### src/hdl/dtrs_pkg.sv
// ----------------------------------------------------------------------------
// dtrs_pkg
// Shared types and constants of the dirty-tile rectangle scanner.
// ----------------------------------------------------------------------------
package dtrs_pkg;

    localparam int MAX_TILES_ACROSS = 64;
    localparam int MAX_DISPLAY_DIM  = 2048;

    localparam int CFG_IDX_W = 3;

    // configuration register indexes
    localparam logic [CFG_IDX_W-1:0] REG_DISPLAY_WIDTH  = 3'd0;
    localparam logic [CFG_IDX_W-1:0] REG_DISPLAY_HEIGHT = 3'd1;
    localparam logic [CFG_IDX_W-1:0] REG_TILE_WIDTH     = 3'd2;
    localparam logic [CFG_IDX_W-1:0] REG_TILE_HEIGHT    = 3'd3;
    localparam logic [CFG_IDX_W-1:0] REG_TILES_ACROSS   = 3'd4;
    localparam logic [CFG_IDX_W-1:0] REG_TILES_DOWN     = 3'd5;

    localparam logic [11:0] DISPLAY_WIDTH_RST  = 12'd320;
    localparam logic [11:0] DISPLAY_HEIGHT_RST = 12'd240;
    localparam logic [8:0]  TILE_WIDTH_RST     = 9'd16;
    localparam logic [8:0]  TILE_HEIGHT_RST    = 9'd16;
    localparam logic [6:0]  TILES_ACROSS_RST   = 7'd20;
    localparam logic [6:0]  TILES_DOWN_RST     = 7'd15;

    // controller -> datapath
    typedef struct packed {
        logic load;     // capture item, compute tile row start
        logic setup;    // row clip and framebuffer row base
        logic advance;  // examine one tile column
        logic flush;    // send held rectangle as last of the row
    } dtrs_cmd_t;

    // datapath -> controller
    typedef struct packed {
        logic row_vis;
        logic scan_done;
        logic col_hit;
        logic pend_valid;
        logic out_free;
    } dtrs_sts_t;

endpackage

### src/hdl/dirty_tile_rect_scanner.sv
// ----------------------------------------------------------------------------
// dirty_tile_rect_scanner
// Turns dirty-tile bitmap rows into clipped pixel rectangles with offsets.
// ----------------------------------------------------------------------------
// Each item is one tile row of the dirty bitmap; the block walks its tile
// columns one per cycle, pausing while a dirty tile would displace the held
// rectangle and the output register is full and not taken. It sends one
// rectangle per dirty, visible tile, flagging the last one of the row. An
// item goes through intake and row setup, then a walk over the tile columns
// up to the last column that still starts inside the display (at most
// tiles_across, at most 64); then the walk end is seen and the final
// rectangle is sent once the output register is free. Configuration writes
// are taken at any time but must land while no item is in flight.
module dirty_tile_rect_scanner (
    input  logic        aclk,
    input  logic        aresetn,
    input  logic        cfg_valid,
    output logic        cfg_ready,
    input  logic [dtrs_pkg::CFG_IDX_W-1:0] cfg_index,
    input  logic [11:0] cfg_data,
    input  logic        s_valid,
    output logic        s_ready,
    input  logic [63:0] s_dirty_mask,
    input  logic        s_new_frame,
    output logic        m_valid,
    input  logic        m_ready,
    output logic [10:0] m_rect_x_start,
    output logic [10:0] m_rect_y_start,
    output logic [11:0] m_rect_x_end,
    output logic [11:0] m_rect_y_end,
    output logic [21:0] m_fb_offset,
    output logic        m_last_in_row
);
    import dtrs_pkg::*;

    dtrs_cmd_t cmd;
    dtrs_sts_t sts;

    dtrs_ctrl u_ctrl (
        .aclk    (aclk),
        .aresetn (aresetn),
        .s_valid (s_valid),
        .s_ready (s_ready),
        .sts     (sts),
        .cmd     (cmd)
    );

    dtrs_datapath u_datapath (
        .aclk           (aclk),
        .aresetn        (aresetn),
        .cfg_valid      (cfg_valid),
        .cfg_ready      (cfg_ready),
        .cfg_index      (cfg_index),
        .cfg_data       (cfg_data),
        .s_dirty_mask   (s_dirty_mask),
        .s_new_frame    (s_new_frame),
        .m_valid        (m_valid),
        .m_ready        (m_ready),
        .m_rect_x_start (m_rect_x_start),
        .m_rect_y_start (m_rect_y_start),
        .m_rect_x_end   (m_rect_x_end),
        .m_rect_y_end   (m_rect_y_end),
        .m_fb_offset    (m_fb_offset),
        .m_last_in_row  (m_last_in_row),
        .cmd            (cmd),
        .sts            (sts)
    );

endmodule

### src/hdl/dtrs_ctrl.sv
// ----------------------------------------------------------------------------
// dtrs_ctrl
// Sequencer: item intake, row setup, column scan and final flush.
// ----------------------------------------------------------------------------
module dtrs_ctrl (
    input  logic               aclk,
    input  logic               aresetn,
    input  logic               s_valid,
    output logic               s_ready,
    input  dtrs_pkg::dtrs_sts_t sts,
    output dtrs_pkg::dtrs_cmd_t cmd
);
    import dtrs_pkg::*;

    localparam logic [1:0] ST_IDLE  = 2'd0;
    localparam logic [1:0] ST_SETUP = 2'd1;
    localparam logic [1:0] ST_SCAN  = 2'd2;
    localparam logic [1:0] ST_FLUSH = 2'd3;

    logic [1:0] state_reg, state_next;

    always_ff @(posedge aclk) begin
        if (!aresetn) begin
            state_reg <= ST_IDLE;
        end else begin
            state_reg <= state_next;
        end
    end

    always_comb begin
        state_next = state_reg;
        cmd        = '0;
        s_ready    = 1'b0;
        case (state_reg)
            ST_IDLE: begin
                s_ready = 1'b1;
                if (s_valid) begin
                    cmd.load   = 1'b1;
                    state_next = ST_SETUP;
                end
            end
            ST_SETUP: begin
                cmd.setup  = 1'b1;
                state_next = ST_SCAN;
            end
            ST_SCAN: begin
                if (!sts.row_vis || sts.scan_done) begin
                    state_next = ST_FLUSH;
                end else if (!(sts.col_hit && sts.pend_valid && !sts.out_free)) begin
                    cmd.advance = 1'b1;
                end
            end
            ST_FLUSH: begin
                if (!sts.pend_valid) begin
                    state_next = ST_IDLE;
                end else if (sts.out_free) begin
                    cmd.flush  = 1'b1;
                    state_next = ST_IDLE;
                end
            end
            default: begin
                state_next = ST_IDLE;
            end
        endcase
    end

    assert property (@(posedge aclk) disable iff (!aresetn)
        cmd.flush |-> (sts.pend_valid && sts.out_free))
        else $error("flush without a held rectangle or free output");

    assert property (@(posedge aclk) disable iff (!aresetn)
        (cmd.advance && sts.col_hit && sts.pend_valid) |-> sts.out_free)
        else $error("scan step would overwrite the output register");

    assert property (@(posedge aclk) disable iff (!aresetn)
        cmd.load |=> (state_reg == ST_SETUP))
        else $error("item intake not followed by row setup");

endmodule

### src/hdl/dtrs_datapath.sv
// ----------------------------------------------------------------------------
// dtrs_datapath
// Config registers, tile row counter, column walker and rectangle registers.
// ----------------------------------------------------------------------------
module dtrs_datapath (
    input  logic                 aclk,
    input  logic                 aresetn,
    input  logic                 cfg_valid,
    output logic                 cfg_ready,
    input  logic [dtrs_pkg::CFG_IDX_W-1:0] cfg_index,
    input  logic [11:0]          cfg_data,
    input  logic [63:0]          s_dirty_mask,
    input  logic                 s_new_frame,
    output logic                 m_valid,
    input  logic                 m_ready,
    output logic [10:0]          m_rect_x_start,
    output logic [10:0]          m_rect_y_start,
    output logic [11:0]          m_rect_x_end,
    output logic [11:0]          m_rect_y_end,
    output logic [21:0]          m_fb_offset,
    output logic                 m_last_in_row,
    input  dtrs_pkg::dtrs_cmd_t  cmd,
    output dtrs_pkg::dtrs_sts_t  sts
);
    import dtrs_pkg::*;

    localparam logic [11:0] DIM_MAX  = 12'(MAX_DISPLAY_DIM);
    localparam logic [6:0]  COLS_MAX = 7'(MAX_TILES_ACROSS);

    // configuration
    logic [11:0] dw_reg, dh_reg;
    logic [8:0]  tw_reg, th_reg;
    logic [6:0]  ta_reg, td_reg;

    // per-item state
    logic [5:0]  row_cnt_reg;
    logic [63:0] mask_reg;
    logic [14:0] y0_reg;
    logic [11:0] y1_reg;
    logic        row_vis_reg;
    logic [21:0] base_reg;
    logic [6:0]  col_reg;
    logic [14:0] x0_reg;

    // held rectangle, waiting to learn whether it is the last one
    logic        pend_valid_reg;
    logic [10:0] pend_x0_reg;
    logic [11:0] pend_x1_reg;
    logic [21:0] pend_fb_reg;

    // output register
    logic        out_valid_reg;
    logic [10:0] out_x0_reg, out_y0_reg;
    logic [11:0] out_x1_reg, out_y1_reg;
    logic [21:0] out_fb_reg;
    logic        out_last_reg;

    logic [11:0] w_eff, h_eff;
    logic [6:0]  cols_eff;
    logic [5:0]  row_sel;
    logic [6:0]  row_inc;
    logic [14:0] y0_prod;
    logic [15:0] y0_plus;
    logic [22:0] base_full;
    logic [15:0] x0_plus;
    logic [11:0] x1_new;
    logic        scan_done, col_hit, out_free, out_load;

    assign cfg_ready = 1'b1;

    always_ff @(posedge aclk) begin
        if (!aresetn) begin
            dw_reg <= DISPLAY_WIDTH_RST;
            dh_reg <= DISPLAY_HEIGHT_RST;
            tw_reg <= TILE_WIDTH_RST;
            th_reg <= TILE_HEIGHT_RST;
            ta_reg <= TILES_ACROSS_RST;
            td_reg <= TILES_DOWN_RST;
        end else if (cfg_valid) begin
            case (cfg_index)
                REG_DISPLAY_WIDTH:  dw_reg <= cfg_data;
                REG_DISPLAY_HEIGHT: dh_reg <= cfg_data;
                REG_TILE_WIDTH:     tw_reg <= cfg_data[8:0];
                REG_TILE_HEIGHT:    th_reg <= cfg_data[8:0];
                REG_TILES_ACROSS:   ta_reg <= cfg_data[6:0];
                REG_TILES_DOWN:     td_reg <= cfg_data[6:0];
                default: ;
            endcase
        end
    end

    assign w_eff    = (dw_reg > DIM_MAX) ? DIM_MAX : dw_reg;
    assign h_eff    = (dh_reg > DIM_MAX) ? DIM_MAX : dh_reg;
    assign cols_eff = (ta_reg > COLS_MAX) ? COLS_MAX : ta_reg;

    assign row_sel = s_new_frame ? 6'd0 : row_cnt_reg;
    assign row_inc = {1'b0, row_sel} + 7'd1;
    assign y0_prod = 15'(row_sel) * 15'(th_reg);

    always_ff @(posedge aclk) begin
        if (!aresetn) begin
            row_cnt_reg <= '0;
        end else if (cmd.load) begin
            row_cnt_reg <= (row_inc >= td_reg) ? 6'd0 : row_inc[5:0];
        end
    end

    // row setup: clip and framebuffer row base
    assign y0_plus   = {1'b0, y0_reg} + 16'(th_reg);
    assign base_full = {12'd0, y0_reg[10:0]} * {11'd0, w_eff};

    // column walk
    assign x0_plus   = {1'b0, x0_reg} + 16'(tw_reg);
    assign x1_new    = (x0_plus > 16'(w_eff)) ? w_eff : x0_plus[11:0];
    // x0 only grows, so the first column past the display edge ends the row
    assign scan_done = (col_reg >= cols_eff) || (x0_reg >= 15'(w_eff)) || (tw_reg == 9'd0);
    assign col_hit   = !scan_done && mask_reg[col_reg[5:0]];
    assign out_free  = !out_valid_reg || m_ready;
    assign out_load  = (cmd.advance && col_hit && pend_valid_reg) || cmd.flush;

    always_ff @(posedge aclk) begin
        if (cmd.load) begin
            mask_reg <= s_dirty_mask;
            y0_reg   <= y0_prod;
        end
        if (cmd.setup) begin
            y1_reg      <= (y0_plus > 16'(h_eff)) ? h_eff : y0_plus[11:0];
            row_vis_reg <= (y0_reg < 15'(h_eff)) && (th_reg != 9'd0);
            base_reg    <= base_full[21:0];
            col_reg     <= '0;
            x0_reg      <= '0;
        end
        if (cmd.advance) begin
            col_reg <= col_reg + 7'd1;
            x0_reg  <= x0_plus[14:0];
            if (col_hit) begin
                pend_x0_reg <= x0_reg[10:0];
                pend_x1_reg <= x1_new;
                pend_fb_reg <= base_reg + 22'(x0_reg[10:0]);
            end
        end
    end

    always_ff @(posedge aclk) begin
        if (!aresetn) begin
            pend_valid_reg <= 1'b0;
        end else if (cmd.load || cmd.flush) begin
            pend_valid_reg <= 1'b0;
        end else if (cmd.advance && col_hit) begin
            pend_valid_reg <= 1'b1;
        end
    end

    always_ff @(posedge aclk) begin
        if (!aresetn) begin
            out_valid_reg <= 1'b0;
        end else if (out_load) begin
            out_valid_reg <= 1'b1;
        end else if (m_ready) begin
            out_valid_reg <= 1'b0;
        end
    end

    always_ff @(posedge aclk) begin
        if (out_load) begin
            out_x0_reg   <= pend_x0_reg;
            out_y0_reg   <= y0_reg[10:0];
            out_x1_reg   <= pend_x1_reg;
            out_y1_reg   <= y1_reg;
            out_fb_reg   <= pend_fb_reg;
            out_last_reg <= cmd.flush;
        end
    end

    assign m_valid        = out_valid_reg;
    assign m_rect_x_start = out_x0_reg;
    assign m_rect_y_start = out_y0_reg;
    assign m_rect_x_end   = out_x1_reg;
    assign m_rect_y_end   = out_y1_reg;
    assign m_fb_offset    = out_fb_reg;
    assign m_last_in_row  = out_last_reg;

    assign sts.row_vis    = row_vis_reg;
    assign sts.scan_done  = scan_done;
    assign sts.col_hit    = col_hit;
    assign sts.pend_valid = pend_valid_reg;
    assign sts.out_free   = out_free;

    assert property (@(posedge aclk) disable iff (!aresetn)
        out_load |-> (!out_valid_reg || m_ready))
        else $error("output register overwritten before it was taken");

    assert property (@(posedge aclk) disable iff (!aresetn)
        cmd.advance |-> (col_reg < COLS_MAX))
        else $error("column walker ran past the widest row");

    assert property (@(posedge aclk) disable iff (!aresetn)
        out_valid_reg |-> ({1'b0, out_x0_reg} < out_x1_reg))
        else $error("empty rectangle sent");

endmodule
### config.mk
export PLATFORM = sky130hd
export DESIGN_NAME = dirty_tile_rect_scanner
export DESIGN_NICKNAME = d
export VERILOG_FILES = /design/src/hdl/dtrs_pkg.sv /design/src/hdl/dirty_tile_rect_scanner.sv /design/src/hdl/dtrs_ctrl.sv /design/src/hdl/dtrs_datapath.sv
export SDC_FILE = /design/constraint.sdc
export NUM_CORES = 1
export LEC_CHECK = 0
export ABC_CLOCK_PERIOD_IN_PS = 6650
export BUFFER_PORTS_ARGS = -buffer_cell sky130_fd_sc_hd__buf_2
export CORE_ASPECT_RATIO = 0.5
export CORE_UTILIZATION = 45
export CTS_CLUSTER_SIZE = 40
export DETAILED_ROUTE_END_ITERATION = 6
export SETUP_SLACK_MARGIN = 0.4
export SLEW_MARGIN = 10
export SYNTH_ARGS = -nofsm -noshare
export SYNTH_HDL_FRONTEND = slang
export SYNTH_HIERARCHICAL = 1
export SYNTH_SLANG_ARGS = --single-unit
### constraint.sdc
create_clock -name aclk -period 6.65 [get_ports aclk]
set_clock_uncertainty 0.15 [all_clocks]
set_input_delay 0.3325 -clock aclk [delete_from_list [all_inputs] [get_ports aclk]]
set_output_delay 0.3325 -clock aclk [all_outputs]
set_load 0.03 [all_outputs]
After elaboration in Yosys (flattened, before gate mapping)
Cells that the tools add are included.

word-level totals
  register bits after elaboration = 316
  input port bits = 85
  output and inout port bits = 72
  word-level logic and storage cells = 116

cells by class
  $add $sub $neg = 5
  multiply operators = 2
  magnitude comparators = 10
  eq/ne operators = 11
  mux-type cells = 30
  bitwise logic cells = 1
  reduce and logical (&&, ||, !) cells = 31

operators with widths
  operator              number
  $mux 12               4
  $add 15x9->16         2
  $gt 16x12->1          2
  $mux 15               2
  $gt 12x12->1 const B  2
  $add 22x11->22        1
  $mul 11x12->22        1
  $mux 7                3
  $ge 15x12->1          1
  $lt 15x12->1          1
  $mul 6x9->15          1
  $ge 7x7->1            2
  $reduce_and 2->1      7
  $mux 1                13
  $mux 6                2
  $logic_not 9->1       1
  $reduce_bool 9->1     1
  $mux 2                4
  $pmux 2 s4            1
  $add 6x1->7 const B   1
  $add 7x1->7 const B   1
  $gt 7x7->1 const B    1
  $lt 6x7->1 const B    1
  $bmux 1 s6            1
  other kinds (17)      34

Depth between registers and ports, before layout
  depth after elaboration = 16
  mapped depth = 23
  gate-level depth less buffers = 21

By module
Netlist, hierarchy kept.

modules (own cells, without submodules)
  module         times used  cells each  area each (um^2)  sequential area each (um^2)
  dtrs_datapath  1           1,778       20,048.0          8,788.4
  dtrs_ctrl      1           21          196.4             40.0

Worst setup path after synthesis
Ideal clock, no wire load.

  path type = flip-flop to flip-flop
  start point = register u_datapath.dw_reg[11]
  end point = register u_datapath.base_reg[21], data pin
  setup time = 0.135 ns
  arrival time = 5.640 ns
  data required time = 6.365 ns
  path slack = 0.724 ns
  stages on the path, launching flop included = 20
  path buffers = 2
  clock period less this slack = 5.926 ns
  cells stage by stage = dfxtp_1 -> clkbuf_1 -> nor2b_1 -> clkbuf_1 -> nand2_1 -> fa_1 -> fa_1 -> inv_1 -> fa_1 -> fa_1 -> inv_1 -> fa_1 -> inv_1 -> ha_1 -> a21oi_1 -> o221ai_1 -> a221o_1 -> a41o_1 -> or4b_1 -> nand3_1

on the way
  word-level cells in the longest chain between the ends = 3

ends and longest elaborated chain
  item                          RTL line              RTL
  from (decl)                   dtrs_datapath.sv:31   logic [11:0] dw_reg, dh_reg;
  from (signal assigned)        dtrs_datapath.sv:81   REG_DISPLAY_WIDTH: dw_reg <= cfg_data;
  $gt 12x12->1                  dtrs_datapath.sv:92   assign w_eff = (dw_reg > DIM_MAX) ? DIM_MAX : dw_reg;
  $mux 12 *                     dtrs_datapath.sv:92
  $mul 11x12->22 *              dtrs_datapath.sv:110  assign base_full = {12'd0, y0_reg[10:0]} * {11'd0, w_eff};
  net u_datapath.base_full[21]  dtrs_datapath.sv:64   logic [22:0] base_full;
  to (signal assigned)          dtrs_datapath.sv:129  base_reg <= base_full[21:0];
  to (decl)                     dtrs_datapath.sv:41   logic [21:0] base_reg;

Mark *: on every way through the listed nets, which the timed path passes. The rest lies on a longest branch.
A chain may end at the register's enable or synchronous reset.

Worst setup path after layout
Same ends and word-level chain as after synthesis.

==> key figures <==
Route
  • Initial DRC Count: 889
  • DRC: 5
  • 1st-pass router iterations: 7
  • Via count: 13,300
  • Vias/cell: 5.03
  • Antenna violation net count after detailed routing: 0
  • Avg WL per Cell: 17.1 µm
  • WL final: 45,000 µm

Setup path
  • Critical path origin: u_datapath/dw_reg[11]$_SDFFE_PN0P_
  • Crit-path leading delay family: adder cells
  • CP arrival: 6260 ps
  • Crit Path Max Fanout: 14
  • Worst Path Required: 6940 ps
  • Worst Path Buf+Inv: 3
  • RR Startpoint: u_datapath/dw_reg[11]$_SDFFE_PN0P_
  • Crit end category: register
  • Crit-path max cell delay: 570 ps
  • Slowest CP cell: fa_1
  • Worst path cell trace: nor2b_2, nand2_1, fa_1, inv_1, fa_1, fa_1, fa_1, inv_1, fa_1, inv_1, ha_1, nand3_1, o221ai_1, a221o_1, a41o_1, or4b_1, nand3_1
  • Reg2Reg Setup Slack: 680 ps
  • Worst Setup Start Kind: register
  • WS Path Type: reg2reg
  • CP dominant cell by count: fa_1

Power and ir drop
  • Worst VDD drop: 0.214 mV
  • Power share of the combinational group: 30.6%
  • Clk pwr share: 27.0%
  • Leakage power: 10.1 nW
  • Psw: 0.00214 W
  • Reg power frac: 42.4%
  • Int Pwr: 0.00444 W
  • Power per cell area: 280 nW/µm²
  • Switching share of total power: 32.5%

Synthesis
  • Syn_area_per_cell: 11.3 µm²
  • Syn Std Cell Area: 20,200 µm²
  • Syn Inst Count: 1,799
  • Synth cell types: 70
  • Synth Flop Type: edfxtp_1
  • Ys Warns: 6
  • Asr flop ratio synth: 0%
  • Yosys reg bits: 316
  • EDFF count, synth: 250
  • Sequential cell area fraction in the yosys report: 43.6%
  • Total nets after synthesis: 2,181

Cells and area
  • Diodes inserted: 0
  • Most frequent cells in the layout: nand2_1, edfxtp_1, inv_1
  • Fillers: 3,857
  • Most common cell after layout, fill and taps aside: nand2_1
  • Area grow syn2layout: 16.0%
  • Max reg flops: 64
  • Share of layout cells above drive strength 1: 14.5%
  • Nets@finish: 2,402

Worst hold path
  • Worst hold path type: in2reg
  • Worst Hold Launch: s_valid

Floorplanning
  • I/O Pins: 157
  • Starting Density: 46.0%
  • Die height: 152 µm
  • Horiz. Die Dim: 302 µm
  • # rows: 54
  • Die area: 45,900 µm²
  • CORE AREA: 44,000 µm²

CTS
  • Bufs on Longest Clock Path: 3
  • Number of clock sinks: 316
  • CTS buffer count: 30
  • Htree depth: 1
  • Post-CTS setup buffer count: 0
  • CTS Root Cell: clkbuf_16
  • Clk slew on worst S/H paths: 80 ps
  • Skew-Pair Late Insertion Delay: 580 ps
  • CTS tree: done

Status
  • Failing checks: DRC
  • Status: finished, violations left

STA
  • Hold slack: 105 ps
  • Period minus WS final: 5970 ps
  • Final period util: 89.8%
  • Final setup vio count: 0
  • Slew @ Worst Pin: 1010 ps
  • Max Fclk: 167 MHz
  • Final Hold Fails: 0
  • Slew headroom: 32.3%
  • Slew Limit Fails: 0
  • RSZ-0062 raised after global routing: false
  • Setup tns final: 0 ps

Placed design
  • Routability cong.: 0.867
  • Detailed Place HPWL: 32,800 µm
  • Buffers on Ports: 155

Global routing
  • Largest net degree at the start of global routing: 70
  • Gr ovfl total: 0
  • Overall routing resource usage: 20.1%
  • First-pass GRT wire length: 72,900 µm
  • Initial antenna violation count: 3
  • Vias in the first global route: 13,600

Flow run
  • Number of max-cap violations: 0
-- final timing paths --
kind,depth (start not counted),to
max,17,u_datapath/base_reg[21]$_DFFE_PP_
min,4,u_ctrl/state_reg[1]$_SDFFE_PN0P_
max reg2reg,17,u_datapath/base_reg[21]$_DFFE_PP_
min reg2reg,0,u_datapath/m_rect_x_start[10]$_DFFE_PP_
-- per-layer routing --
layer  GRT usage [%]  routed length, µm
met4            3.80                792
met1            28.7              21400
met2            31.9              20300
met3            3.86               2460
met5               0                  0
-- what timing repair did --
item / 4_1_cts / 5_1_grt
endpoints found under the setup margin: 1 / 6
endpoints found under the hold margin: 120 / 0
resized for setup: 3 / 10
hold buffers: 76 / 0
-- cells by family after synthesis --
| family | count (synthesis) | share of synthesized area, % |
|---|---|---|
| adders and majority gates | 297 | 22.8 |
| muxes | 48 | 3.86 |
| DFF | 316 | 43.6 |
| AOI/OAI and AO/OA | 239 | 8.07 |
| and+or+nand+nor | 555 | 13.2 |
| other | 1 | 0.0185 |
| buffers and inverters | 269 | 5.22 |
| xor gates and xnor gates | 74 | 3.20 |
-- stage by stage --
step	cells	power [W]	worst slack, ps	cell area (µm²)	util, %
2_1_floorplan	1799	0.00425	724	20200	-
3_3_place_gp	2500	0.00477	379	21700	49.3
3_5_place_dp	2500	0.00480	274	21700	49.3
4_1_cts	2632	0.00663	427	23500	53.3
5_1_grt	2632	0.00702	431	23500	53.4
6_report	2632	0.00658	679	23500	53.4
-- Yosys cell counts, drive strengths merged (44+ instances only) --
cell type	n	area, µm²
a21oi	55	283
inv	199	747
nand2	261	980
dfxtp	66	1320
fa	120	2400
nor2	44	165
edfxtp	250	7510
and2	107	672
ha	177	2210
nor2b	52	325
xnor2	52	455
clkbuf	57	214
a21boi	53	398
-- power groups by stage --
| stage | Combinational (W) | Sequential (W) | Clock, W |
|---|---|---|---|
| floorplan | 0.00156 | 0.00269 | 0 |
| finish | 0.00201 | 0.00279 | 0.00178 |
| global route | 0.00230 | 0.00282 | 0.00190 |
| detailed placement | 0.00198 | 0.00283 | 0 |
| CTS | 0.00203 | 0.00278 | 0.00182 |
| global placement | 0.00195 | 0.00282 | 0 |
-- final cells by class --
cell class,count,area [µm²],area share (%)
multi-input combinational,1214,10400,44.3
timing repair buffer,259,1750,7.44
sequential,316,8830,37.6
tap,588,736,3.13
clock inverter,17,170,0.725
inverter,199,747,3.18
clock buffer,39,848,3.61
-- worst reg2reg max path: cells and delay by family (launching register included) --
| family | cells | cell delay (ps) |
|---|---|---|
| adders and majority gates | 6 | 2980 |
| DFF | 1 | 420 |
| AOI/OAI and AO/OA | 3 | 840 |
| and+or+nand+nor | 5 | 1300 |
| buffers and inverters | 3 | 150 |
No activity file was read; power rests on OpenSTA's default activity.
